File: src/rtl/core/ffha_pkg.sv
package ffha_pkg;

	// Command codes
	localparam logic CMD_ALLOC = 1'b0;
	localparam logic CMD_FREE  = 1'b1;

	// Fixed field widths
	localparam int REQ_W  = 16;
	localparam int ADDR_W = 10;
	// Rounded request: up to 2**REQ_W, so one bit more
	localparam int WANT_W = REQ_W + 1;

	// Payload granule and smallest payload worth splitting off
	localparam int GRANULE_MASK = 7;
	localparam int MIN_SPLIT    = 8;

	// Flags from the header evaluation unit
	typedef struct packed {
		logic fit;      // entry is free and large enough
		logic split;    // leftover can hold a header plus a minimal payload
		logic nxt_in;   // next block header lies inside the heap
		logic rest_in;  // split-off header lies inside the heap
	} ffha_flags_t;

endpackage

File: src/rtl/core/first_fit_heap_allocator_top.sv
// Allocate: setup reads the first header, the walk evaluates one header per cycle from
// the header memory, then the allocated and split-off headers are written; a failed walk
// goes straight to the result. Free reads its own header, absorbs each directly following
// free block, then writes the merged header; null and rejected frees and zero-size allocates
// go straight to the result. One item at a time. Reset: asynchronous; INIT then writes
// the initial free header, with in_stall high. Output register is emptied by reset.
module first_fit_heap_allocator_top #(
	parameter int HEAP_BYTES   = 1024,
	parameter int HEADER_BYTES = 16
) (
	input  logic                        clk,
	input  logic                        arst_n,
	input  logic                        in_valid,
	output logic                        in_stall,
	input  logic                        command,
	input  logic [ffha_pkg::REQ_W-1:0]  request_size,
	input  logic [ffha_pkg::ADDR_W-1:0] block_address,
	output logic                        out_valid,
	input  logic                        out_stall,
	output logic [ffha_pkg::ADDR_W-1:0] payload_address,
	output logic                        success
);
	import ffha_pkg::*;

	localparam int PW    = $clog2(HEAP_BYTES) + 2;
	localparam int SW    = $clog2(HEAP_BYTES + 1);
	localparam int DEPTH = HEAP_BYTES / 8;
	localparam int AW    = $clog2(DEPTH);
	localparam int CW    = (PW > WANT_W) ? PW : WANT_W;

	logic                res_valid;
	logic                res_stall;
	logic [ADDR_W-1:0]   res_addr;
	logic                res_ok;

	logic                mem_we;
	logic [AW-1:0]       mem_waddr;
	logic [SW:0]         mem_wdata;
	logic [AW-1:0]       mem_raddr;
	logic [SW:0]         mem_rdata;

	logic [PW-1:0]       u_pos;
	logic [SW-1:0]       u_size_a;
	logic [SW-1:0]       u_rsize;
	logic                u_rfree;
	logic [WANT_W-1:0]   u_want;
	logic [CW-1:0]       u_want_split;
	logic [PW-1:0]       u_nxt_pos;
	logic [PW-1:0]       u_rest_pos;
	logic [SW-1:0]       u_rest_size;
	logic [SW-1:0]       u_grown;
	ffha_flags_t         u_flags;

	logic                out_valid_q;
	logic [ADDR_W-1:0]   payload_address_q;
	logic                success_q;

	ffha_ram #(
		.WIDTH(SW + 1),
		.DEPTH(DEPTH)
	) u_ram (
		.clk  (clk),
		.we   (mem_we),
		.waddr(mem_waddr),
		.wdata(mem_wdata),
		.raddr(mem_raddr),
		.rdata(mem_rdata)
	);

	ffha_unit #(
		.HEAP_BYTES  (HEAP_BYTES),
		.HEADER_BYTES(HEADER_BYTES)
	) u_unit (
		.pos       (u_pos),
		.size_a    (u_size_a),
		.rsize     (u_rsize),
		.rfree     (u_rfree),
		.want      (u_want),
		.want_split(u_want_split),
		.nxt_pos   (u_nxt_pos),
		.rest_pos  (u_rest_pos),
		.rest_size (u_rest_size),
		.grown     (u_grown),
		.flags     (u_flags)
	);

	ffha_ctrl #(
		.HEAP_BYTES  (HEAP_BYTES),
		.HEADER_BYTES(HEADER_BYTES)
	) u_ctrl (
		.clk          (clk),
		.arst_n       (arst_n),
		.in_valid     (in_valid),
		.in_stall     (in_stall),
		.command      (command),
		.request_size (request_size),
		.block_address(block_address),
		.res_valid    (res_valid),
		.res_stall    (res_stall),
		.res_addr     (res_addr),
		.res_ok       (res_ok),
		.mem_we       (mem_we),
		.mem_waddr    (mem_waddr),
		.mem_wdata    (mem_wdata),
		.mem_raddr    (mem_raddr),
		.mem_rdata    (mem_rdata),
		.u_pos        (u_pos),
		.u_size_a     (u_size_a),
		.u_rsize      (u_rsize),
		.u_rfree      (u_rfree),
		.u_want       (u_want),
		.u_want_split (u_want_split),
		.u_nxt_pos    (u_nxt_pos),
		.u_rest_pos   (u_rest_pos),
		.u_rest_size  (u_rest_size),
		.u_grown      (u_grown),
		.u_flags      (u_flags)
	);

	// Hold the result while the output stage is full and stalled
	assign res_stall = out_valid_q && out_stall;

	// Output register: load a finished result, drop it once transferred
	always_ff @(posedge clk or negedge arst_n) begin
		if (!arst_n) begin
			out_valid_q <= 1'b0;
		end else if (res_valid && !res_stall) begin
			out_valid_q <= 1'b1;
		end else if (!out_stall) begin
			out_valid_q <= 1'b0;
		end
	end

	always_ff @(posedge clk) begin
		if (res_valid && !res_stall) begin
			payload_address_q <= res_addr;
			success_q         <= res_ok;
		end
	end

	assign out_valid       = out_valid_q;
	assign payload_address = payload_address_q;
	assign success         = success_q;

endmodule

File: src/rtl/core/ffha_ram.sv
module ffha_ram #(
	parameter int WIDTH = 11,
	parameter int DEPTH = 128
) (
	input  logic                     clk,
	input  logic                     we,
	input  logic [$clog2(DEPTH)-1:0] waddr,
	input  logic [WIDTH-1:0]         wdata,
	input  logic [$clog2(DEPTH)-1:0] raddr,
	output logic [WIDTH-1:0]         rdata
);

	logic [WIDTH-1:0] mem_q [DEPTH];
	logic [WIDTH-1:0] rdata_q;

	// Write port and registered read port
	always_ff @(posedge clk) begin
		if (we) begin
			mem_q[waddr] <= wdata;
		end
		rdata_q <= mem_q[raddr];
	end

	assign rdata = rdata_q;

endmodule

File: src/rtl/core/ffha_unit.sv
module ffha_unit #(
	parameter int HEAP_BYTES   = 1024,
	parameter int HEADER_BYTES = 16
) (
	input  logic [$clog2(HEAP_BYTES)+1:0]   pos,
	input  logic [$clog2(HEAP_BYTES+1)-1:0] size_a,
	input  logic [$clog2(HEAP_BYTES+1)-1:0] rsize,
	input  logic                            rfree,
	input  logic [ffha_pkg::WANT_W-1:0]     want,
	input  logic [((($clog2(HEAP_BYTES)+2) > ffha_pkg::WANT_W) ?
		($clog2(HEAP_BYTES)+2) : ffha_pkg::WANT_W)-1:0] want_split,
	output logic [$clog2(HEAP_BYTES)+1:0]   nxt_pos,
	output logic [$clog2(HEAP_BYTES)+1:0]   rest_pos,
	output logic [$clog2(HEAP_BYTES+1)-1:0] rest_size,
	output logic [$clog2(HEAP_BYTES+1)-1:0] grown,
	output ffha_pkg::ffha_flags_t           flags
);
	import ffha_pkg::*;

	localparam int PW = $clog2(HEAP_BYTES) + 2;
	localparam int SW = $clog2(HEAP_BYTES + 1);
	localparam int CW = (PW > WANT_W) ? PW : WANT_W;

	logic [CW-1:0] nxt_sum;
	logic [CW-1:0] rest_sum;
	logic [CW-1:0] rest_len;
	logic [CW-1:0] grow_sum;

	// Header walk: next block, split point and merged size
	always_comb begin
		nxt_sum  = CW'(pos) + CW'(HEADER_BYTES) + CW'(size_a);
		rest_sum = CW'(pos) + CW'(HEADER_BYTES) + CW'(want);
		rest_len = CW'(rsize) - CW'(want) - CW'(HEADER_BYTES);
		grow_sum = CW'(size_a) + CW'(HEADER_BYTES) + CW'(rsize);
	end

	assign nxt_pos   = PW'(nxt_sum);
	assign rest_pos  = PW'(rest_sum);
	assign rest_size = SW'(rest_len);
	assign grown     = (grow_sum > CW'(HEAP_BYTES)) ? SW'(HEAP_BYTES) : SW'(grow_sum);

	// Compare flags
	always_comb begin
		flags.fit     = rfree && (CW'(rsize) >= CW'(want));
		flags.split   = CW'(rsize) >= want_split;
		flags.nxt_in  = nxt_sum < CW'(HEAP_BYTES);
		flags.rest_in = rest_sum < CW'(HEAP_BYTES);
	end

endmodule

File: src/rtl/core/ffha_ctrl.sv
module ffha_ctrl #(
	parameter int HEAP_BYTES   = 1024,
	parameter int HEADER_BYTES = 16
) (
	input  logic                                   clk,
	input  logic                                   arst_n,
	// Request side
	input  logic                                   in_valid,
	output logic                                   in_stall,
	input  logic                                   command,
	input  logic [ffha_pkg::REQ_W-1:0]             request_size,
	input  logic [ffha_pkg::ADDR_W-1:0]            block_address,
	// Result side
	output logic                                   res_valid,
	input  logic                                   res_stall,
	output logic [ffha_pkg::ADDR_W-1:0]            res_addr,
	output logic                                   res_ok,
	// Header memory
	output logic                                   mem_we,
	output logic [$clog2(HEAP_BYTES/8)-1:0]        mem_waddr,
	output logic [$clog2(HEAP_BYTES+1):0]          mem_wdata,
	output logic [$clog2(HEAP_BYTES/8)-1:0]        mem_raddr,
	input  logic [$clog2(HEAP_BYTES+1):0]          mem_rdata,
	// Evaluation unit
	output logic [$clog2(HEAP_BYTES)+1:0]          u_pos,
	output logic [$clog2(HEAP_BYTES+1)-1:0]        u_size_a,
	output logic [$clog2(HEAP_BYTES+1)-1:0]        u_rsize,
	output logic                                   u_rfree,
	output logic [ffha_pkg::WANT_W-1:0]            u_want,
	output logic [((($clog2(HEAP_BYTES)+2) > ffha_pkg::WANT_W) ?
		($clog2(HEAP_BYTES)+2) : ffha_pkg::WANT_W)-1:0] u_want_split,
	input  logic [$clog2(HEAP_BYTES)+1:0]          u_nxt_pos,
	input  logic [$clog2(HEAP_BYTES)+1:0]          u_rest_pos,
	input  logic [$clog2(HEAP_BYTES+1)-1:0]        u_rest_size,
	input  logic [$clog2(HEAP_BYTES+1)-1:0]        u_grown,
	input  ffha_pkg::ffha_flags_t                  u_flags
);
	import ffha_pkg::*;

	localparam int PW = $clog2(HEAP_BYTES) + 2;
	localparam int SW = $clog2(HEAP_BYTES + 1);
	localparam int AW = $clog2(HEAP_BYTES / 8);
	localparam int CW = (PW > WANT_W) ? PW : WANT_W;

	localparam logic [3:0] ST_INIT = 4'd0;
	localparam logic [3:0] ST_IDLE = 4'd1;
	localparam logic [3:0] ST_AS   = 4'd2;   // alloc setup, read first header
	localparam logic [3:0] ST_AE   = 4'd3;   // alloc evaluate one header a cycle
	localparam logic [3:0] ST_AW1  = 4'd4;   // write allocated header
	localparam logic [3:0] ST_AW2  = 4'd5;   // write split-off header
	localparam logic [3:0] ST_FRD  = 4'd6;   // free, read own header
	localparam logic [3:0] ST_FB   = 4'd7;   // capture own size
	localparam logic [3:0] ST_FNX  = 4'd8;   // locate and read next header
	localparam logic [3:0] ST_FN   = 4'd9;   // absorb next block if free
	localparam logic [3:0] ST_FWR  = 4'd10;  // write merged header
	localparam logic [3:0] ST_DONE = 4'd11;

	logic [3:0]          state_q;
	logic [PW-1:0]       pos_q;
	logic [WANT_W-1:0]   want_q;
	logic [CW-1:0]       want_split_q;
	logic [SW-1:0]       bsize_q;
	logic [SW-1:0]       wsize_q;
	logic [PW-1:0]       rest_pos_q;
	logic [SW-1:0]       rest_size_q;
	logic                rest_ok_q;
	logic [ADDR_W-1:0]   res_addr_q;
	logic                res_ok_q;

	logic [SW-1:0]       rsize;
	logic                rfree;
	logic [CW-1:0]       free_pos;
	logic [CW-1:0]       hdr_end;

	assign rsize = mem_rdata[SW-1:0];
	assign rfree = mem_rdata[SW];

	assign free_pos = CW'(block_address) - CW'(HEADER_BYTES);
	assign hdr_end  = CW'(pos_q) + CW'(HEADER_BYTES);

	// Drive the evaluation unit
	assign u_pos        = pos_q;
	assign u_size_a     = (state_q == ST_AE) ? rsize : bsize_q;
	assign u_rsize      = rsize;
	assign u_rfree      = rfree;
	assign u_want       = want_q;
	assign u_want_split = want_split_q;

	// Read address: follow the chain while walking, else own header
	assign mem_raddr = ((state_q == ST_AE) || (state_q == ST_FNX)) ?
		u_nxt_pos[AW+2:3] : pos_q[AW+2:3];

	// Header writes
	always_comb begin
		mem_we    = 1'b0;
		mem_waddr = pos_q[AW+2:3];
		mem_wdata = {1'b0, bsize_q};
		unique case (state_q)
			ST_INIT: begin
				mem_we    = 1'b1;
				mem_waddr = '0;
				mem_wdata = {1'b1, SW'(HEAP_BYTES - HEADER_BYTES)};
			end
			ST_AW1: begin
				mem_we    = 1'b1;
				mem_wdata = {1'b0, wsize_q};
			end
			ST_AW2: begin
				mem_we    = rest_ok_q;
				mem_waddr = rest_pos_q[AW+2:3];
				mem_wdata = {1'b1, rest_size_q};
			end
			ST_FWR: begin
				mem_we    = 1'b1;
				mem_wdata = {1'b1, bsize_q};
			end
			default: begin
				mem_we = 1'b0;
			end
		endcase
	end

	assign in_stall  = (state_q != ST_IDLE);
	assign res_valid = (state_q == ST_DONE);
	assign res_addr  = res_addr_q;
	assign res_ok    = res_ok_q;

	// Sequencer
	always_ff @(posedge clk or negedge arst_n) begin
		if (!arst_n) begin
			state_q <= ST_INIT;
		end else begin
			unique case (state_q)
				ST_INIT: begin
					state_q <= ST_IDLE;
				end
				ST_IDLE: begin
					if (in_valid) begin
						res_addr_q <= '0;
						if (command == CMD_ALLOC) begin
							pos_q  <= '0;
							want_q <= (WANT_W'(request_size) + WANT_W'(GRANULE_MASK)) &
								~WANT_W'(GRANULE_MASK);
							if (request_size == '0) begin
								res_ok_q <= 1'b0;
								state_q  <= ST_DONE;
							end else begin
								state_q <= ST_AS;
							end
						end else if (block_address == '0) begin
							// null free: nothing to do
							res_ok_q <= 1'b1;
							state_q  <= ST_DONE;
						end else if ((CW'(block_address) < CW'(HEADER_BYTES)) ||
							(free_pos >= CW'(HEAP_BYTES))) begin
							res_ok_q <= 1'b0;
							state_q  <= ST_DONE;
						end else begin
							pos_q   <= PW'(free_pos);
							state_q <= ST_FRD;
						end
					end
				end
				ST_AS: begin
					want_split_q <= CW'(want_q) + CW'(HEADER_BYTES) + CW'(MIN_SPLIT);
					state_q      <= ST_AE;
				end
				ST_AE: begin
					if (u_flags.fit) begin
						wsize_q     <= u_flags.split ? SW'(want_q) : rsize;
						rest_pos_q  <= u_rest_pos;
						rest_size_q <= u_rest_size;
						rest_ok_q   <= u_flags.split && u_flags.rest_in;
						res_addr_q  <= ADDR_W'(hdr_end);
						res_ok_q    <= 1'b1;
						state_q     <= ST_AW1;
					end else if (!u_flags.nxt_in) begin
						res_ok_q <= 1'b0;
						state_q  <= ST_DONE;
					end else begin
						pos_q <= u_nxt_pos;
					end
				end
				ST_AW1: begin
					state_q <= ST_AW2;
				end
				ST_AW2: begin
					state_q <= ST_DONE;
				end
				ST_FRD: begin
					state_q <= ST_FB;
				end
				ST_FB: begin
					bsize_q <= rsize;
					state_q <= ST_FNX;
				end
				ST_FNX: begin
					state_q <= u_flags.nxt_in ? ST_FN : ST_FWR;
				end
				ST_FN: begin
					if (rfree) begin
						bsize_q <= u_grown;
						state_q <= ST_FNX;
					end else begin
						state_q <= ST_FWR;
					end
				end
				ST_FWR: begin
					res_ok_q <= 1'b1;
					state_q  <= ST_DONE;
				end
				ST_DONE: begin
					if (!res_stall) begin
						state_q <= ST_IDLE;
					end
				end
				default: begin
					state_q <= ST_IDLE;
				end
			endcase
		end
	end

endmodule

File: config.mk
export PLATFORM = sky130hd
export DESIGN_NAME = first_fit_heap_allocator_top
export DESIGN_NICKNAME = d
export VERILOG_FILES = /design/src/rtl/core/ffha_pkg.sv /design/src/rtl/core/first_fit_heap_allocator_top.sv /design/src/rtl/core/ffha_ram.sv /design/src/rtl/core/ffha_unit.sv /design/src/rtl/core/ffha_ctrl.sv
export SDC_FILE = /design/constraint.sdc
export NUM_CORES = 2
export LEC_CHECK = 0
export BUFFER_PORTS_ARGS = -buffer_cell sky130_fd_sc_hd__buf_2
export CAP_MARGIN = 25
export CORE_MARGIN = 3
export CORE_UTILIZATION = 50
export DETAILED_ROUTE_END_ITERATION = 7
export PLACE_DENSITY_LB_ADDON = 0.05
export RECOVER_POWER = 25
export SLEW_MARGIN = 0
export SYNTH_ARGS = -nofsm -noshare
export SYNTH_HDL_FRONTEND = slang
export SYNTH_SLANG_ARGS = --single-unit
File: constraint.sdc
create_clock -name clk -period 5.7 [get_ports clk]
set_clock_uncertainty 0.2 [all_clocks]
set_input_delay 0.57 -clock clk [delete_from_list [all_inputs] [get_ports clk]]
set_output_delay 0.57 -clock clk [all_outputs]
set_load 0.02 [all_outputs]
Word-level counts from Yosys, hierarchy flattened --
Memory sizes are Yosys's and may differ from the RTL's. A register that Yosys moved wholly into a read port is not among the register bits. Index checks and enable logic that the tools add are counted.
Operators by class: multiplexer cells 42, bitwise operators 1, magnitude comparators 7, reductions and logical operators 23, equal/unequal tests 24, add/sub/neg operators 11
Operators by type and width (number):
- 2-to-1 mux 12 bit | 6
- case mux 12 bit (4 select lines) | 1
- 2-to-1 mux 11 bit | 4
- case mux 4 bit (10 select lines) | 1
- adder 17 x 11 -> 17 bit | 2
- greater-or-equal comparator 11 x 17 -> 1 bit | 2
- < comparator 17 x 11 -> 1 bit (second input constant) | 2
- 2-to-1 mux 4 bit | 8
- case mux 12 bit (2 select lines) | 1
- case mux 11 bit (2 select lines) | 1
- 2-to-1 mux 10 bit | 2
- case mux 10 bit (2 select lines) | 1
- adder 13 x 17 -> 17 bit | 1
- adder 16 x 3 -> 17 bit (second input constant) | 1
- adder 17 x 4 -> 17 bit (second input constant) | 1
- adder 17 x 5 -> 17 bit (second input constant) | 1
- greater-or-equal comparator 17 x 11 -> 1 bit (second input constant) | 1
- > comparator 17 x 11 -> 1 bit (second input constant) | 1
- equality test 4 x 3 -> 1 bit (second input constant) | 4
- equality test 4 bit (second input constant) | 4
- zero test 16 bit | 1
- case mux 7 bit (2 select lines) | 1
- adder 12 x 5 -> 13 bit (second input constant) | 1
- adder 11 x 5 -> 12 bit (second input constant) | 1
- 32 further kinds | 59
Storage, ports and cells: flip-flop bits (word level) 114, memories kept 1, output and inout bits 13, bits in writable memories 1536
Memories:
- u_ram.mem_q | words 128, bits a word 12, rd ports 1, clocked after Yosys merged registers in 1, wr ports 1, line ffha_ram.sv:13 | logic [WIDTH-1:0] mem_q [DEPTH];

Logic depth before layout (Yosys ltp) --
depth in word-level cells 8, mapped depth 23, depth with buffers taken out 15

Cells and area by module --
From an unflattened synthesis, not the netlist that was laid out.
Unflattened totals: cells, all modules 3321, area, all modules 68061.5 um2
By module, submodules not included:
- ffha_ram | cells each 2362, sequential area each 46364.5 um2, area each 59128.0 um2, times used 1
- ffha_ctrl | cells each 501, sequential area each 2862.7 um2, area each 5287.6 um2, times used 1
- ffha_unit | cells each 443, sequential area each 0.0 um2, area each 3265.6 um2, times used 1
- first_fit_heap_allocator_top | cells each 15, sequential area each 355.3 um2, area each 380.4 um2, times used 1

Least setup slack after synthesis --
OpenSTA, ideal clock, no wires.
kind reg2reg, from register u_ctrl.state_q[0], to memory u_ram.mem_q[0][4] (netlist name), data pin, period minus slack after synthesis 5.952 ns, stages on the path, launching flop included 7, data required time 4.609 ns, data arrival time 4.861 ns, slack -0.252 ns, buffers on the path 3, path through dfrtp_1 -> clkbuf_1 -> buf_1 -> or3_1 -> clkbuf_1 -> o22ai_1 -> a21oi_1
On the way: word-level cells in the longest chain between the ends 2, elaborated cells between the ends (all ways) 5, those cells by class eq/ne (3); mux (1); reduce/logical (1)
Ends and longest elaborated chain:
- start: declaration | line ffha_ctrl.sv:58 | logic [3:0] state_q;
- start signal: assignment | line ffha_ctrl.sv:198 | state_q <= u_flags.nxt_in ? ST_FN : ST_FWR;
- equality test 4 bit, or another cell as far along | line ffha_ctrl.sv:98 | unique case (state_q)
- case mux 12 bit (4 select lines) (*) | line ffha_ctrl.sv:98
- named net mem_wdata[4] | line first_fit_heap_allocator_top.sv:38 | logic [SW:0] mem_wdata;
- end: declaration | line ffha_ram.sv:13
Mark *: on every way through the listed nets, which the timed path passes. The rest lies on a longest branch.

Worst setup path in the final report --
from register u_ctrl.state_q[2], to register u_ram.rdata_q[6], in the netlist u_ram.rdata[6], read port of u_ram.mem_q
On the way: word-level cells in the longest chain between the ends 4, elaborated cells between the ends (all ways) 6, those cells by class add/sub (1); eq/ne (2); mux (2); reduce/logical (1)
Ends and longest elaborated chain:
- equality test 4 x 2 -> 1 bit | line ffha_ctrl.sv:83, ffha_ctrl.sv:90
- 2-to-1 mux 11 bit | line ffha_ctrl.sv:83 | assign u_size_a = (state_q == ST_AE) ? rsize : bsize_q;
- adder 17 x 11 -> 17 bit | line ffha_unit.sv:31 | nxt_sum = CW'(pos) + CW'(HEADER_BYTES) + CW'(size_a);
- 2-to-1 mux 7 bit (*) | line ffha_ctrl.sv:90 | assign mem_raddr = ((state_q == ST_AE) || (state_q == ST_FNX)) ?
- end: declaration | line ffha_ram.sv:14 | logic [WIDTH-1:0] rdata_q;
Every way passes the cells marked *; elsewhere a longest branch is shown, timed or not. A chain may end at the register's enable or synchronous reset.

==> flow_metrics.py <==
metrics = {
    "run_status": {
        "status": "finished, violations left",
        "violations": "capacitance limit, slew limit",
    },
    "floorplan": {
        "start_util_pct": 50.6,
        "core_sq_um": 138000,
        "die_w_um": 380,
        "row_count": 136,
        "io_pins": 44,
        "die_h_um": 380,
        "dieArea_sq_um": 145000,
    },
    "detailed_routing": {
        "drtAntennaViolNets": 0,
        "routedWlPerCell_um": 27.7,
        "drtIter0Drc": 5654,
        "vias_per_cell": 6.08,
        "drtPass1Iterations": 6,
        "routed_wl_mm": 208,
        "drcViolationCount": 0,
        "vias": 45700,
    },
    "final_layout": {
        "fin_util_pct": 57.6,
        "final_common_cell": "edfxtp_1",
        "area_growth_pct": 13.9,
        "drive_gt1_share_pct": 11.5,
        "n_fill_cell": 11200,
        "final_cell_mix": "1639 x edfxtp_1, 1067 x nand2_1, 497 x nand3_1",
        "nets": 5611,
    },
    "synthesis": {
        "mappedNetlistArea_sq_um": 70000,
        "synthCells": 5277,
        "yosysSeqAreaShare_pct": 70.8,
        "synth_seq_cells": 1656,
        "synth-edff-count": 1639,
        "synth_fp_nets": 5380,
        "synth_ff_type": "edfxtp_1",
        "async_flop_share_pct": 0.302,
        "ys_warn_count": 0,
        "ys_types": 91,
        "syn_avg_cell_area_sq_um": 13.3,
    },
    "placed_design": {
        "pre_cts_slack_ns": 0.0919,
        "dpl.hpwl_mm": 128,
        "port_buffers": 43,
        "gp_congestion": 0.912,
    },
    "cts": {
        "root_buffer": "clkbuf_16",
        "cts.sinks": 1656,
        "cts_buffers": 174,
        "cts_max_level": 4,
        "clock_latency_ns": 0.79,
        "cts_tree": "done",
        "clk_pin_slew_ns": 0.06,
        "cts_buffer_depth": 3,
    },
    "setup_path": {
        "worstSetupPathType": "register to register",
        "required_ns": 6.18,
        "cp_max_fo": 30,
        "end_kind": "register",
        "arrival_ns": 6.04,
        "rrSetupSlack_ns": 0.14,
        "cp-start-kind": "register",
        "rr_worst_depth": 16,
    },
    "timing": {
        "final_hold_viol_count": 0,
        "fin_ws_ns": 0.142,
        "worstMarginPinSlew_ns": 3.61,
        "setup_violations": 0,
        "relSlewSlack_pct": -140,
        "fin_crit_ns": 5.56,
        "rsz0062_at_grt": "no",
        "finalCritPeriodShare_pct": 97.5,
        "drv_slew": 776,
        "max_clock_freq_ghz": 0.180,
    },
    "grt": {
        "grt_max_degree": 129,
        "grt.total_usage_pct": 28.4,
        "grt_pass1_vias": 42700,
        "antenna_found_initial": 3,
        "grt_overflow_total": 0,
        "grt_pass1_wl_mm": 303,
    },
    "hold_path": {
        "holdPathStages": 4,
        "hold_class": "primary input to register",
    },
    "run": {
        "max_cap_violations": 8,
    },
}
## cells in the mapped netlist (39+ instances only)
library cell | count | share of area (%)
nand2_1 | 1067 | 5.7
nand3_1 | 497 | 3.6
buf_2 | 153 | 1.1
buf_4 | 39 | 0.42
a311oi_1 | 44 | 0.55
a221oi_1 | 48 | 0.60
a21oi_1 | 244 | 1.7
nor2_1 | 207 | 1.1
o21ai_0 | 54 | 0.39
inv_1 | 75 | 0.40
clkbuf_1 | 108 | 0.58
ha_1 | 69 | 1.2
a22o_1 | 52 | 0.65
nor3_1 | 59 | 0.42
nand4_1 | 72 | 0.64
xnor2_1 | 41 | 0.51
a22oi_1 | 52 | 0.56
edfxtp_1 | 1639 | 70
a211oi_1 | 41 | 0.44
mux2i_1 | 188 | 2.7
## final timing paths
path,to,start
max,u_ram.rdata[6],u_ctrl.state_q[2]
min,u_ctrl.res_ok,in_valid
max reg2reg,u_ram.rdata[6],u_ctrl.state_q[2]
min reg2reg,payload_address[0],u_ctrl.res_addr[0]
max in group asynchronous,u_ctrl.state_q[3],arst_n
min in group asynchronous,u_ctrl.state_q[0],arst_n
## cell type report
cell class              instances  area [sq um]  area share (%)
inverters                      76           298           0.373
well taps                    1863          2330            2.92
repair buffers                389          3360            4.22
diodes                          1          2.50         0.00314
flip-flops and latches       1656         49600            62.2
clock inverters                90           816            1.02
multi-input cells            3211         18700            23.4
clock buffers                 228          4660            5.85
## logic make-up (layout without fill, tap and decap cells)
kind of cell | after synthesis | after routing | share of synthesized area (%)
multiplexers | 208 | 208 | 3.04
flip-flops | 1656 | 1656 | 70.8
AND/OR/NAND/NOR | 2060 | 2060 | 13.0
other | 0 | 1 | 0
AO/OA/AOI/OAI | 803 | 804 | 8.16
adder cells (fa/ha/maj) | 73 | 73 | 1.33
XOR/XNOR | 66 | 66 | 0.826
buffers and inverters | 411 | 783 | 2.79
## metrics by stage
step / cells / hold slack (ns) / area [sq um] / setup TNS [ns]
2_1_floorplan: 5277 / 0.0744 / 70000 / -223.52
3_3_place_gp: 7154 / 0.202 / 74000 / 0
3_5_place_dp: 7156 / 0.206 / 74000 / 0
4_1_cts: 7504 / 0.0614 / 79800 / 0
5_1_grt: 7513 / 0.0967 / 79700 / 0
6_report: 7514 / 0.114 / 79700 / 0
## timing repair
action,in CTS,in global routing
hold buffers,30,0
hold endpoints to repair,29,0
resized for setup,0,4
setup endpoints to repair,0,11
setup buffers,0,6
## per-layer routing
layer / global-route usage (%) / vias up / routed length [um]
li1: - / 20400 / -
met1: 42.6 / 22900 / 90300
met2: 42.7 / 2103 / 93600
met3: 4.83 / 348 / 17900
met4: 8.68 / 0 / 6730
met5: 0 / - / 0
## sequential cells by signal, summed over array words and instances (netlist names), 4 cells and up
name and cells:
u_ctrl.u_want 14, u_ctrl.rest_pos_q 7, u_ctrl.wsize_q 11, u_ctrl.bsize_q 11, payload_address 10, u_ctrl.u_pos 12
u_ram.rdata 12, u_ctrl.res_addr 10, u_ctrl.u_want_split 14, u_ctrl.rest_size_q 11, u_ram.mem_q 1536, u_ctrl.state_q 4
## worst max-delay path, stage by stage, from the launching register on
cell and delay, ns:
dfrtp_1 0.37, buf_4 0.32, and4bb_2 0.30, nand2_1 0.07, nand2_1 0.09, ha_1 0.24
fa_1 0.46, a211oi_1 0.39, or3_4 0.27, a31o_4 0.31, buf_4 0.26, a21oi_1 0.06
a221oi_1 0.72, o41a_1 0.34, a41o_1 0.35, o21ai_1 0.34, nor4_1 0.36
Power is left out: the tool's default activity adds up to more than one toggle a clock period on the data nets, which glitch-free logic cannot reach.
